===== config.mk =====
export PLATFORM = sky130hd
export DESIGN_NAME = version_banner_scan_parse_unit
export DESIGN_NICKNAME = d
export VERILOG_FILES = /design/src/rtl/core/vbsp_pkg.sv /design/src/rtl/core/vbsp_scan.sv /design/src/rtl/core/version_banner_scan_parse_unit.sv
export SDC_FILE = /design/constraint.sdc
export NUM_CORES = 1
export LEC_CHECK = 0
export BUFFER_PORTS_ARGS = -buffer_cell sky130_fd_sc_hd__buf_4
export CORE_MARGIN = 2
export CORE_UTILIZATION = 44
export CTS_CLUSTER_DIAMETER = 150
export CTS_CLUSTER_SIZE = 12
export DETAILED_ROUTE_END_ITERATION = 8
export GPL_TIMING_DRIVEN = 1
export SYNTH_ARGS = -nofsm -noshare
export SYNTH_HDL_FRONTEND = slang
export SYNTH_SLANG_ARGS = --single-unit

===== constraint.sdc =====
create_clock -name clk -period 13.65 [get_ports clk]
set_clock_uncertainty 0.2 [all_clocks]
set_input_delay 2.73 -clock clk [delete_from_list [all_inputs] [get_ports clk]]
set_output_delay 2.73 -clock clk [all_outputs]
set_load 0.01 [all_outputs]

===== src/rtl/core/vbsp_pkg.sv =====
package vbsp_pkg;

	// banner and field geometry
	localparam int BANNER_LEN        = 22;
	localparam int FIELD_BUFFER_SIZE = 32;
	localparam int PART_COUNT        = 3;

	localparam int VER_W  = 20;
	localparam int POS_W  = $clog2(BANNER_LEN);
	localparam int CNT_W  = $clog2(FIELD_BUFFER_SIZE);
	localparam int PART_W = $clog2(PART_COUNT + 1);
	localparam int ADDR_W = 3;
	localparam int DATA_W = 32;

	// character codes
	localparam logic [7:0] CH_NUL   = 8'h00;
	localparam logic [7:0] CH_DOT   = 8'h2E;
	localparam logic [7:0] CH_ZERO  = 8'h30;
	localparam logic [7:0] CH_NINE  = 8'h39;
	localparam logic [7:0] CH_COLON = 8'h3A;

	// register select bit of the config port
	localparam logic REG_MIN = 1'b0;
	localparam logic REG_MAX = 1'b1;

	typedef enum logic [2:0] {
		PH_SEARCH  = 3'b001,
		PH_COLLECT = 3'b010,
		PH_DONE    = 3'b100
	} phase_t;

	typedef struct packed {
		logic [VER_W-1:0] version;
		logic             found;
		logic             in_range;
	} res_t;

	// banner text, one byte per position
	function automatic logic [7:0] banner_char(input logic [POS_W-1:0] idx);
		logic [7:0] c;
		unique case (idx)
			5'd0:    c = 8'h44;
			5'd1:    c = 8'h61;
			5'd2:    c = 8'h72;
			5'd3:    c = 8'h77;
			5'd4:    c = 8'h69;
			5'd5:    c = 8'h6E;
			5'd6:    c = 8'h20;
			5'd7:    c = 8'h4B;
			5'd8:    c = 8'h65;
			5'd9:    c = 8'h72;
			5'd10:   c = 8'h6E;
			5'd11:   c = 8'h65;
			5'd12:   c = 8'h6C;
			5'd13:   c = 8'h20;
			5'd14:   c = 8'h56;
			5'd15:   c = 8'h65;
			5'd16:   c = 8'h72;
			5'd17:   c = 8'h73;
			5'd18:   c = 8'h69;
			5'd19:   c = 8'h6F;
			5'd20:   c = 8'h6E;
			5'd21:   c = 8'h20;
			default: c = CH_NUL;
		endcase
		return c;
	endfunction

	// decimal weight of a part: 100 to the power of the parts after it
	function automatic logic [VER_W-1:0] part_weight(input logic [PART_W-1:0] idx);
		logic [VER_W-1:0] w;
		w = VER_W'(1);
		for (int i = 0; i < PART_COUNT - 1; i++) begin
			if (int'(idx) <= i) begin
				w = VER_W'(w * VER_W'(100));
			end
		end
		return w;
	endfunction

endpackage


===== src/rtl/core/vbsp_scan.sv =====
module vbsp_scan (
	input  logic                          clk,
	input  logic                          arst_n,
	input  logic                          step,
	input  logic [7:0]                    data_byte,
	input  logic                          last,
	input  logic [vbsp_pkg::VER_W-1:0]    min_version,
	input  logic [vbsp_pkg::VER_W-1:0]    max_version,
	output vbsp_pkg::res_t                res
);

	vbsp_pkg::phase_t                    phase_q, phase_d;
	logic [vbsp_pkg::POS_W-1:0]          match_q, match_d;
	logic [vbsp_pkg::CNT_W-1:0]          count_q, count_d;
	logic [vbsp_pkg::PART_W-1:0]         part_q, part_d;
	logic                                digit_q, digit_d;
	logic [3:0]                          first_q, first_d;
	logic [vbsp_pkg::VER_W-1:0]          acc_q, acc_d;
	logic                                failed_q, failed_d;
	logic                                dot_q, dot_d;
	logic                                fin_q, fin_d;

	logic                                is_digit;
	logic [3:0]                          digit_val;
	logic [6:0]                          delta;
	logic                                parse_live;
	logic                                failed_end;
	logic                                found;
	logic [vbsp_pkg::VER_W-1:0]          ver;

	assign is_digit  = (data_byte >= vbsp_pkg::CH_ZERO) && (data_byte <= vbsp_pkg::CH_NINE);
	assign digit_val = data_byte[3:0];
	assign parse_live = !failed_q && !fin_q
		&& (part_q < vbsp_pkg::PART_W'(vbsp_pkg::PART_COUNT));

	// contribution of a digit: the accumulator always carries the open part
	assign delta = digit_q ? (7'(first_q) * 7'd9 + 7'(digit_val)) : 7'(digit_val);

	// next state for one byte
	always_comb begin
		phase_d  = phase_q;
		match_d  = match_q;
		count_d  = count_q;
		part_d   = part_q;
		digit_d  = digit_q;
		first_d  = first_q;
		acc_d    = acc_q;
		failed_d = failed_q;
		dot_d    = dot_q;
		fin_d    = fin_q;
		unique case (phase_q)
			vbsp_pkg::PH_SEARCH: begin
				if (data_byte == vbsp_pkg::banner_char(match_q)) begin
					if (match_q == vbsp_pkg::POS_W'(vbsp_pkg::BANNER_LEN - 1)) begin
						phase_d = vbsp_pkg::PH_COLLECT;
						match_d = '0;
					end else begin
						match_d = match_q + 1'b1;
					end
				end else if (data_byte == vbsp_pkg::banner_char('0)) begin
					match_d = vbsp_pkg::POS_W'(1);
				end else begin
					match_d = '0;
				end
			end
			vbsp_pkg::PH_COLLECT: begin
				if (data_byte == vbsp_pkg::CH_COLON) begin
					if (count_q == '0) begin
						failed_d = 1'b1;
					end
					phase_d = vbsp_pkg::PH_DONE;
				end else begin
					if (parse_live) begin
						if (count_q == '0 && !is_digit) begin
							failed_d = 1'b1;
						end else if (data_byte == vbsp_pkg::CH_NUL) begin
							fin_d = 1'b1;
							dot_d = 1'b0;
						end else if (dot_q && data_byte == vbsp_pkg::CH_DOT) begin
							// dot right after a two-digit part is skipped
							dot_d = 1'b0;
						end else begin
							dot_d = 1'b0;
							if (is_digit) begin
								acc_d = acc_q + vbsp_pkg::VER_W'(vbsp_pkg::VER_W'(delta)
									* vbsp_pkg::part_weight(part_q));
								if (!digit_q) begin
									first_d = digit_val;
									digit_d = 1'b1;
								end else begin
									part_d  = part_q + 1'b1;
									digit_d = 1'b0;
									dot_d   = (part_d < vbsp_pkg::PART_W'(vbsp_pkg::PART_COUNT));
								end
							end else if (data_byte == vbsp_pkg::CH_DOT) begin
								part_d  = part_q + 1'b1;
								digit_d = 1'b0;
							end else begin
								failed_d = 1'b1;
							end
						end
					end
					count_d = count_q + 1'b1;
					if (count_d == vbsp_pkg::CNT_W'(vbsp_pkg::FIELD_BUFFER_SIZE - 1)) begin
						phase_d = vbsp_pkg::PH_DONE;
					end
				end
			end
			vbsp_pkg::PH_DONE: begin
			end
			default: begin
				phase_d = vbsp_pkg::PH_SEARCH;
			end
		endcase
	end

	// result for a last byte
	assign failed_end = failed_d || (phase_d == vbsp_pkg::PH_COLLECT && count_d == '0);
	assign found      = (phase_d != vbsp_pkg::PH_SEARCH);
	assign ver        = (found && !failed_end) ? acc_d : '0;

	always_comb begin
		res.version = ver;
		res.found   = found;
		if (ver == '0) begin
			res.in_range = (max_version == '0);
		end else begin
			res.in_range = (ver >= min_version) && ((max_version == '0) || (ver <= max_version));
		end
	end

	// scan state, rearmed after the last byte of an image
	always_ff @(posedge clk or negedge arst_n) begin
		if (!arst_n) begin
			phase_q  <= vbsp_pkg::PH_SEARCH;
			match_q  <= '0;
			count_q  <= '0;
			part_q   <= '0;
			digit_q  <= 1'b0;
			first_q  <= '0;
			acc_q    <= '0;
			failed_q <= 1'b0;
			dot_q    <= 1'b0;
			fin_q    <= 1'b0;
		end else if (step) begin
			if (last) begin
				phase_q  <= vbsp_pkg::PH_SEARCH;
				match_q  <= '0;
				count_q  <= '0;
				part_q   <= '0;
				digit_q  <= 1'b0;
				first_q  <= '0;
				acc_q    <= '0;
				failed_q <= 1'b0;
				dot_q    <= 1'b0;
				fin_q    <= 1'b0;
			end else begin
				phase_q  <= phase_d;
				match_q  <= match_d;
				count_q  <= count_d;
				part_q   <= part_d;
				digit_q  <= digit_d;
				first_q  <= first_d;
				acc_q    <= acc_d;
				failed_q <= failed_d;
				dot_q    <= dot_d;
				fin_q    <= fin_d;
			end
		end
	end

endmodule


===== src/rtl/core/version_banner_scan_parse_unit.sv =====
// Banner scan and version parse unit.
// Input channel: one image byte per beat (data_byte, last) on in_valid/in_stall.
// The unit hunts for the fixed 22-byte banner, then reads the dotted version
// field after it (up to three parts of two digits, ended by a colon, a zero
// byte, 31 bytes or the image end) and packs it as part1*10000+part2*100+part3.
// Output channel: one beat per image (version, found, in_range) on
// out_valid/out_stall, issued for the beat that carries last.
// A last beat passes the input register, then the result register, before
// out_valid rises. Throughput: one byte per cycle while in_stall is low; the
// scan state is updated by byte compares and a small constant multiply-add.
// Receiver stall: the result register holds its beat; further non-last bytes
// keep flowing, and in_stall rises only when a second result is ready and the
// first has not been taken.
// Config: APB at byte address 0 (min_version) and 4 (max_version); write only
// while idle. Reset clears the scan state, both limits and both valids.
module version_banner_scan_parse_unit (
	input  logic                            clk,
	input  logic                            arst_n,
	input  logic                            in_valid,
	output logic                            in_stall,
	input  logic [7:0]                      data_byte,
	input  logic                            last,
	output logic                            out_valid,
	input  logic                            out_stall,
	output logic [vbsp_pkg::VER_W-1:0]      version,
	output logic                            found,
	output logic                            in_range,
	input  logic                            psel,
	input  logic                            penable,
	input  logic                            pwrite,
	input  logic [vbsp_pkg::ADDR_W-1:0]     paddr,
	input  logic [vbsp_pkg::DATA_W-1:0]     pwdata,
	output logic [vbsp_pkg::DATA_W-1:0]     prdata,
	output logic                            pready
);

	logic                            valid_s1;
	logic [7:0]                      byte_s1;
	logic                            last_s1;
	logic                            s1_go;
	logic                            in_accept;
	logic                            cfg_write;

	logic [vbsp_pkg::VER_W-1:0]      min_q;
	logic [vbsp_pkg::VER_W-1:0]      max_q;

	logic                            out_valid_q;
	vbsp_pkg::res_t                  res;
	vbsp_pkg::res_t                  res_q;

	// handshake: the input register moves unless it holds a result with nowhere to go
	assign s1_go     = valid_s1 && (!last_s1 || !out_valid_q || !out_stall);
	assign in_stall  = valid_s1 && !s1_go;
	assign in_accept = in_valid && !in_stall;

	// input register
	always_ff @(posedge clk or negedge arst_n) begin
		if (!arst_n) begin
			valid_s1 <= 1'b0;
		end else if (in_accept) begin
			valid_s1 <= 1'b1;
		end else if (s1_go) begin
			valid_s1 <= 1'b0;
		end
	end

	always_ff @(posedge clk) begin
		if (in_accept) begin
			byte_s1 <= data_byte;
			last_s1 <= last;
		end
	end

	vbsp_scan u_scan (
		.clk         (clk),
		.arst_n      (arst_n),
		.step        (s1_go),
		.data_byte   (byte_s1),
		.last        (last_s1),
		.min_version (min_q),
		.max_version (max_q),
		.res         (res)
	);

	// result register
	always_ff @(posedge clk or negedge arst_n) begin
		if (!arst_n) begin
			out_valid_q <= 1'b0;
		end else if (s1_go && last_s1) begin
			out_valid_q <= 1'b1;
		end else if (!out_stall) begin
			out_valid_q <= 1'b0;
		end
	end

	always_ff @(posedge clk) begin
		if (s1_go && last_s1) begin
			res_q <= res;
		end
	end

	assign out_valid = out_valid_q;
	assign version   = res_q.version;
	assign found     = res_q.found;
	assign in_range  = res_q.in_range;

	// config registers
	assign cfg_write = psel && penable && pwrite && pready;
	assign pready    = 1'b1;

	always_ff @(posedge clk or negedge arst_n) begin
		if (!arst_n) begin
			min_q <= '0;
			max_q <= '0;
		end else if (cfg_write) begin
			unique case (paddr[2])
				vbsp_pkg::REG_MIN: min_q <= pwdata[vbsp_pkg::VER_W-1:0];
				vbsp_pkg::REG_MAX: max_q <= pwdata[vbsp_pkg::VER_W-1:0];
			endcase
		end
	end

	// readback
	always_comb begin
		unique case (paddr[2])
			vbsp_pkg::REG_MIN: prdata = vbsp_pkg::DATA_W'(min_q);
			vbsp_pkg::REG_MAX: prdata = vbsp_pkg::DATA_W'(max_q);
		endcase
	end

endmodule


Yosys cells after proc, flatten, opt, wreduce, memory -nomap -nowiden --
Memories as Yosys holds them, arrays and structs flattened. Cells that the tools add are included.
Cells by class: reductions and logical operators 47, eq/ne operators 18, muxes and demuxes 101, bitwise operators 1, $lt $le $gt $ge 8, $mul 3, add/subtract/negate cells 5
Operator list (number):
- 20-bit two-way mux | 24
- 32-bit one-hot mux with 2 select lines | 1
- 1-bit two-way mux | 41
- 20-bit logical NOT | 2
- 4-bit two-way mux | 9
- 5-bit two-way mux | 7
- 20-bit adder | 1
- 20-bit greater-or-equal comparator | 1
- 20-bit less-or-equal comparator | 1
- 20-bit by 5-bit multiplier with 18-bit output, second input constant | 1
- 7-bit by 20-bit multiplier with 20-bit output | 1
- 2-bit two-way mux | 10
- 9-bit AND reduction | 2
- 8-bit by 6-bit == test with 1-bit output, second input constant | 2
- 3-bit two-way mux | 5
- 1-bit logical AND | 14
- 7-bit two-way mux | 2
- 2-bit nonzero test | 6
- 5-bit by 1-bit adder with 5-bit output, second input constant | 2
- 5-bit == test, second input constant | 2
- 5-bit logical NOT | 2
- 2-bit inequality test, second input constant | 5
- 1-bit logical NOT | 9
- 3-bit one-hot mux with 3 select lines | 1
- other kinds (24) | 32
Word-level totals: ROM bits 224, register bits 116, memories 1
Memory list:
- (name not given) | depth 32, width 7, read ports 1, clocked after memory_dff 0, wr ports 0, RTL line vbsp_pkg.sv:41 | unique case (idx)

Depth between registers and ports, before layout --
Gate-level depths: netlist of run 1.
depth after elaboration 32, gate-level depth with buffers 34

By module --
Synthesis of run 1 repeated with hierarchy kept, for this count alone.
Second synthesis, totals: cells, all modules 1035, area total of the unflattened synthesis 10058.4 um^2
Modules (own cells, without submodules):
- vbsp_scan | times used 1, area each 7005.5 um^2, sequential area each 1077.3 um^2, cells each 869
- version_banner_scan_parse_unit | times used 1, area each 3052.9 um^2, sequential area each 1981.9 um^2, cells each 166

Least setup slack after synthesis of run 1 --
No wires, ideal clock.
path kind register to register, from reg byte_s1[1], to reg res_q (netlist bit in_range), data pin, arrival time 7.207 ns, period minus slack after synthesis 7.674 ns, setup time 0.267 ns, cell stages (with the launch flop) 32, path slack 5.976 ns, buffers on the path 0, path through edfxtp_1 > ha_1 > ha_1 > fa_1 > a21o_1 > a21oi_1 > xnor2_1 > and2_1 > nand2_1 > xnor2_1 > ha_1 > a21oi_1 > fa_1 > fa_1 > fa_1 > inv_1 > ha_1 > o21ai_0 > a21oi_1 > a21o_1 > or3_1 > a31oi_1 > nor2_1 > ha_1 > a21oi_1 > nor2b_1 > a2111oi_0 > and3_1 > o21ai_0 > a221o_1 > a311oi_1 > a211oi_2
RTL lines:
- start, declared | RTL line version_banner_scan_parse_unit.sv:38 | logic [7:0] byte_s1;
- start signal, assigned | RTL line version_banner_scan_parse_unit.sv:69 | byte_s1 <= data_byte;
- end signal, assigned | RTL line version_banner_scan_parse_unit.sv:98 | res_q <= res;
- end, declared | RTL line version_banner_scan_parse_unit.sv:49 | vbsp_pkg::res_t res_q;

==> summary.txt, run 1 <==
Clock Latency Late Sink -> 0.42 ns
Final Cycle Share -> 0.645
Number of CTS-inserted buffers -> 17
Slew Viols, Final -> 0
Worst slew pin tran -> 1.04 ns
Reg2Reg Launch Point -> byte_s1[1]$_DFFE_PP_
H-Tree Depth -> 4
GRT Overall Usage -> 0.215
Vias in the first global route -> 7,784
Synth warn -> 0
Crit path max fanout -> 7
Initial Util -> 0.446
Crit path required time -> 13.60 ns
Worst VDD drop -> 0.0000846 V
Simple-gate share of the synthesized area -> 0.147
Pwr dens -> 126 nW/um^2
Fin util -> 0.506
Post-synthesis compound-gate area fraction -> 0.150
Worst relative slew slack -> 0.310
Row cnt -> 55
Proportion of layout cells with a drive suffix above 1 -> 0.157
Num Clock Sinks -> 116
Nets@finish -> 1,349
Clk pwr share -> 0.312
Min-delay worst type -> reg -> reg
CP most frequent cell -> fa_1
CP Launch Type -> register
Fmax -> 114 MHz
#FFs+latches synth -> 116
Pleak -> 5.42 nW
Clock root cell -> clkbuf_16
Clock transition at the registers of the reported paths -> 0.06 ns
Drt wl/cell -> 17.1 um
Post-DRT Antenna Nets -> 0
Largest net degree at the start of global routing -> 79
Core ar. -> 22,500 um^2
Crit Path Class -> reg -> reg
Worst hold path startpoint -> min_q[15]$_DFFE_PN0P_
RePlAce Congestion -> 0.850
Hold Vio Cnt, Final -> 0
Mux contribution to synthesized area -> 0.0662
CTS Buffer Depth -> 2
Routed WL -> 24,600 um
Post-CTS Resized -> 0
Post-synthesis sequential area ratio -> 0.305
Initial antenna violation count -> 0
Max Cap Viol -> 0
Mapped Cells -> 1,069
Tmin final -> 8.81 ns
Sum Neg Setup Slack -> 0 ns
Sw Ratio -> 0.372
DPL Wire Length -> 19,400 um
Detailed Route Iter0 Violations -> 493
Via count -> 7,722
Async S/R FF share, synth -> 0.733
Comb pwr share -> 0.390
Critical path capture point type -> register
Delay of the slowest critical-path stage -> 0.55 ns
Power, Total -> 1.44 mW
Grt total ovfl -> 0
Post-Synth XOR/XNOR Area -> 0.0192
Die area -> 24,000 um^2
Crit path DAT -> 8.76 ns
CTS tree -> yes
Drt via density -> 5.38
Final Setup Violations -> 0
Synth-to-layout area growth -> 13.5%
First-pass GRT wire length -> 41,000 um
Status -> finished, final reports clean
Ports -> 108
Post-CTS setup buffer count -> 0
Primary FF master, synth -> dfrtp_1
P_int -> 0.903 mW
Number of synthesized flops with an enable pin -> 31
Switching pwr -> 0.536 mW
PortBufs -> 80
Flop pwr share -> 0.299
Drt drc -> 0
Adder-Cell Fraction of Synth Area -> 0.232
Post-synthesis cell type count -> 89
Die height -> 155 um
Main combinational cell family by area after synthesis -> adder cells
Total inserted antenna cells -> 0
Die extent in x -> 155 um
Post-Syn Area -> 10,000 um^2
Setup WS pre-CTS -> 4.91 ns
CP max-delay cell -> fa_1
Hold bufs inserted after CTS -> 0
Worst setup margin -> 4.84 ns
Unrepaired setup endpoints after global routing -> no
Worst setup path start -> byte_s1[1]$_DFFE_PP_
Mean post-synth cell area -> 9.39 um^2
Drt first pass iters -> 5
## registers in the layout, indices dropped and copies added, names as in the netlist, 4 cells and up
signal / flops
u_scan.match_q: 5
u_scan.count_q: 5
min_q: 20
max_q: 20
u_scan.first_q: 4
u_scan.acc_q: 20
byte_s1: 8
version: 20
## power groups by stage
stage	logic, mW	registers (mW)	clock network, mW
3_3_place_gp	0.550	0.435	0
3_5_place_dp	0.560	0.436	0
2_1_floorplan	0.412	0.421	0
5_1_grt	0.648	0.435	0.470
4_1_cts	0.566	0.430	0.456
6_report	0.561	0.430	0.449
## cells in the final DEF (no fill, tap or decap), drive strengths merged, types with 7 or more instances in the layout
cell,netlist,routed
a21oi,48,48
conb,2,13
nand2b,13,13
nor2,79,79
fa,42,42
xnor2,16,16
or3,10,10
clkbuf,24,20
a211oi,7,7
o31ai,11,11
edfxtp,31,31
mux2,43,43
a22o,7,7
ha,119,119
a31oi,7,7
o21ai,78,78
nand3,10,10
buf,22,84
nor4,9,9
nand2,86,86
nand4,17,17
nor2b,13,13
and2,7,7
mux2i,15,15
a21o,24,24
dfrtp,84,84
inv,140,146
nor3,9,9
## worst max-delay path, delay by kind of cell (launching register included)
| family | cells | cell delay [ns] |
|---|---|---|
| fa+ha+maj | 9 | 3.80 |
| compound gates | 11 | 2.52 |
| xor+xnor | 1 | 0.15 |
| flops | 1 | 0.53 |
| simple gates | 6 | 1.10 |
| buf+inv | 3 | 0.22 |
## cells by family (layout without fill, tap and decap cells)
logic type,Yosys count,after routing
AOI/OAI and AO/OA,231,231
xor gates and xnor gates,22,22
adders and majority gates,161,161
buffers and inverters,187,257
DFF,116,116
muxes,59,59
other,2,13
and+or+nand+nor,291,291
## cells in the mapped netlist, drive strengths merged (5+ instances only)
cell type,n,area [um^2]
nor2,79,297
nor2b,13,81.3
a21o,24,180
nand4,17,106
a211oi,7,57.6
fa,42,841
nand2,86,323
clkbuf,24,90.1
o31ai,11,92.6
and2,7,43.8
nor4,9,62.6
o21ai,78,390
and3,6,42.5
nand3b,5,37.5
o21a,5,37.5
xnor2,16,140
ha,119,1490
mux2,43,484
edfxtp,31,931
o2111ai,5,43.8
a22o,7,61.3
or3,10,62.6
xor2,6,52.6
dfrtp,84,2100
a31oi,7,58.8
inv,140,526
nand2b,13,81.3
buf,22,175
nor3,9,50.1
and4,5,43.8
a21oi,48,240
a22oi,5,37.5
nand3,10,50.1
mux2i,15,158
## layout make-up
class	instances	area (um^2)
clock buffer	20	478
clock inverter	12	116
fill	2083	11100
inverter	141	529
multi-input combinational	777	6230
sequential	116	3060
tap	285	357
timing repair buffer	84	631
## per-layer routing
| metal | track usage | vias up | part of all wire |
|---|---|---|---|
| met4 | 0.0586 | 0 | 0.015 |
| met5 | 0 | - | 0 |
| li1 | - | 3849 | - |
| met2 | 0.343 | 148 | 0.46 |
| met1 | 0.305 | 3702 | 0.49 |
| met3 | 0.0323 | 23 | 0.035 |
## through the flow
stage / instances / hold slack (ns) / area (um^2)
floorplan: 1080 / 0.250 / 10100
global placement: 1403 / 0.272 / 10800
detailed placement: 1403 / 0.288 / 10800
CTS: 1435 / 0.302 / 11400
global route: 1435 / 0.323 / 11400
finish: 1435 / 0.304 / 11400
## worst paths after layout
path | to | slack (ns) | cells past startpoint
max | in_range$_DFFE_PP_ | 4.84 | 30
max reg2reg | in_range$_DFFE_PP_ | 4.84 | 30
min | min_q[15]$_DFFE_PN0P_ | 0.30 | 1
max in group asynchronous | u_scan.acc_q[9]$_DFFE_PN0P_ | 10.08 | 2
min in group asynchronous | u_scan.first_q[1]$_DFFE_PN0P_ | 1.93 | 1
min reg2reg | min_q[15]$_DFFE_PN0P_ | 0.30 | 1
Power figures use the tool's default switching activity.
==> run 2: changes to the inputs <==
--- a/config.mk
+++ b/config.mk
@@ -12,6 +12,7 @@
 export CTS_CLUSTER_SIZE = 12
 export DETAILED_ROUTE_END_ITERATION = 8
 export GPL_TIMING_DRIVEN = 1
+export PLACE_DENSITY = 0.65
 export SYNTH_ARGS = -nofsm -noshare
 export SYNTH_HDL_FRONTEND = slang
 export SYNTH_SLANG_ARGS = --single-unit
==> constraint.sdc (replaced) <==
create_clock -name clk -period 7.8 [get_ports clk]
set_clock_uncertainty 0.2 [all_clocks]
set_input_delay 1.56 -clock clk [delete_from_list [all_inputs] [get_ports clk]]
set_output_delay 1.56 -clock clk [all_outputs]
set_load 0.01 [all_outputs]
==> summary.txt, run 2 (same netlist as run 1, synthesis figures left out) <==
Number of CTS-inserted buffers -> 17 (unchanged)
Commonest cells after routing, fill and taps aside -> buf_4 (181), inv_1 (138), ha_1 (104)
Die extent in x -> 155 um (unchanged)
Total inserted antenna cells -> 0 (unchanged)
CP most frequent cell -> ha_4
Initial Util -> 0.446 (unchanged)
Crit path DAT -> 7.70 ns (-1.06 ns)
Drt via density -> 5.41 (+0.48%)
DPL Wire Length -> 19,700 um (+2.0%)
Min-delay worst type -> reg -> reg
Setup WS pre-CTS -> -0.352 ns (-5.26 ns)
Crit Path Class -> reg -> reg
FF+latch area -> 3060 um^2 (unchanged)
Synth-to-layout area growth -> 25.6%
Final Setup Violations -> 0 (unchanged)
CP max-delay cell -> fa_1
H-Tree Depth -> 4 (unchanged)
Clock Latency Late Sink -> 0.42 ns (about the same)
Worst relative slew slack -> 0.385 (+0.0749)
Critical path capture point type -> register
CP Launch Type -> register
Nets@finish -> 1,449 (+7.4%)
First-pass GRT wire length -> 41,700 um (+1.8%)
Clock root cell -> clkbuf_16
Max Cap Viol -> 0 (unchanged)
Row cnt -> 55 (unchanged)
Drt first pass iters -> 6 (+1)
Drt drc -> 0 (unchanged)
Core ar. -> 22,500 um^2 (unchanged)
Worst setup margin -> 0.0610 ns (-4.78 ns)
Commonest non-fill, non-tap cell in the layout -> buf_4
Multi-input combinational cell area -> 6680 um^2 (+7.3%)
Delay of the slowest critical-path stage -> 0.57 ns (+0.02 ns)
CTS Buffer Depth -> 2 (unchanged)
Status -> finished, final reports clean
Largest net degree at the start of global routing -> 70 (-11%)
Die area -> 24,000 um^2 (unchanged)
Final Cycle Share -> 0.992 (+0.347)
Num Clock Sinks -> 116 (unchanged)
Filler instances -> 1,929 (-7.4%)
Detailed Route Iter0 Violations -> 476 (-3.4%)
Routed WL -> 25,700 um (+4.4%)
Via count -> 8,300 (+7.5%)
Pleak -> 5.94 nW (+9.7%)
Worst VDD drop -> 0.000156 V (+85%)
Grt total ovfl -> 0 (unchanged)
Die height -> 155 um (unchanged)
Initial antenna violation count -> 0 (unchanged)
Unrepaired setup endpoints after global routing -> yes
CTS tree -> yes
Clock transition at the registers of the reported paths -> 0.07 ns (about the same)
RePlAce Congestion -> 0.852 (+0.24%)
Crit path required time -> 7.76 ns (-5.84 ns)
Worst slew pin tran -> 0.923 ns (-0.112 ns)
Pwr dens -> 227 nW/um^2 (+80%)
Post-DRT Antenna Nets -> 0 (unchanged)
Drt wl/cell -> 16.7 um (-2.4%)
Crit path max fanout -> 4 (-3)
Hold Vio Cnt, Final -> 0 (unchanged)
PortBufs -> 80 (unchanged)
Fin Hold WS -> 0.303 ns (-0.000777 ns)
Slew Viols, Final -> 0 (unchanged)
Proportion of layout cells with a drive suffix above 1 -> 0.275 (+0.119)
Fmax -> 129 MHz (+14%)
Tmin final -> 7.74 ns (-1.07 ns)
Vias in the first global route -> 8,293 (+6.5%)
GRT Overall Usage -> 0.218 (+0.00332)
Ports -> 108 (unchanged)
==> run 2: cell count changes in the layout (fill, tap and decap cells not counted), sizes merged <==
cell / change
inv: -5
clkinv: +4
clkinvlp: -1
clkbuf: +2
buf: +100
==> run 2: per-layer routing <==
metal / vias up / routed length, um / global-route usage
li1: 4060 / - / -
met1: 3995 / 12000 / 0.302
met2: 211 / 12100 / 0.353
met3: 34 / 1120 / 0.0357
met4: 0 / 437 / 0.0644
met5: - / 0 / 0
==> run 2: stage by stage <==
| step | instance area, um^2 | utilization | TNS [ns] | cells | total power, mW |
|---|---|---|---|---|---|
| after global routing | 12600 | 0.560 | -0.194 | 1535 | 3.07 |
| after CTS | 12300 | 0.545 | 0 | 1531 | 2.77 |
| after global placement | 11500 | 0.511 | -0.319 | 1496 | 1.90 |
| after floorplan | 10100 | - | 0 | 1080 | 1.46 |
| after detailed placement | 11500 | 0.511 | -0.352 | 1496 | 1.92 |
| final | 12600 | 0.560 | 0 | 1535 | 2.87 |
==> run 2: worst max-delay path, delay by kind of cell, from the launching register on <==
kind / cells / cell delay, ns
AOI/OAI and AO/OA: 11 / 1.92
buffers and inverters: 4 / 0.31
DFF: 1 / 0.42
adders and majority gates: 9 / 2.95
and+or+nand+nor: 7 / 1.65
==> run 2: report_power, final <==
part	total (mW)	internal (mW)	switching (mW)
logic	1.35	0.655	0.696
registers	0.745	0.687	0.0580
clock network	0.770	0.485	0.284
total	2.87	1.83	1.04
==> run 2: worst paths after layout <==
check	startpoint	to	slack, ns	cells after the start
setup / recovery	u_scan.first_q[0]$_DFFE_PN0P_	in_range$_DFFE_PP_	0.06	31
hold / removal	min_q[15]$_DFFE_PN0P_	min_q[15]$_DFFE_PN0P_	0.30	1
setup reg to reg	u_scan.first_q[0]$_DFFE_PN0P_	in_range$_DFFE_PP_	0.06	31
hold reg to reg	min_q[15]$_DFFE_PN0P_	min_q[15]$_DFFE_PN0P_	0.30	1
max in group asynchronous	arst_n	u_scan.part_q[1]$_DFFE_PN0P_	5.43	2
min in group asynchronous	arst_n	min_q[4]$_DFFE_PN0P_	0.79	1
==> run 2: layout make-up <==
cell class,count,share of cell area
clock buffer,22,0.0394
clock inverter,10,0.00754
inverter,141,0.0420
multi-input combinational,777,0.530
sequential,116,0.243
tap,285,0.0283
timing repair buffer,184,0.110
==> run 2: what timing repair did <==
action | CTS | global route
pin swaps | 13 | 49
buffers inserted | 3 | 4
gates resized for setup | 33 | 58
hold buffers | 0 | 0
setup endpoints to repair | 1 | 1
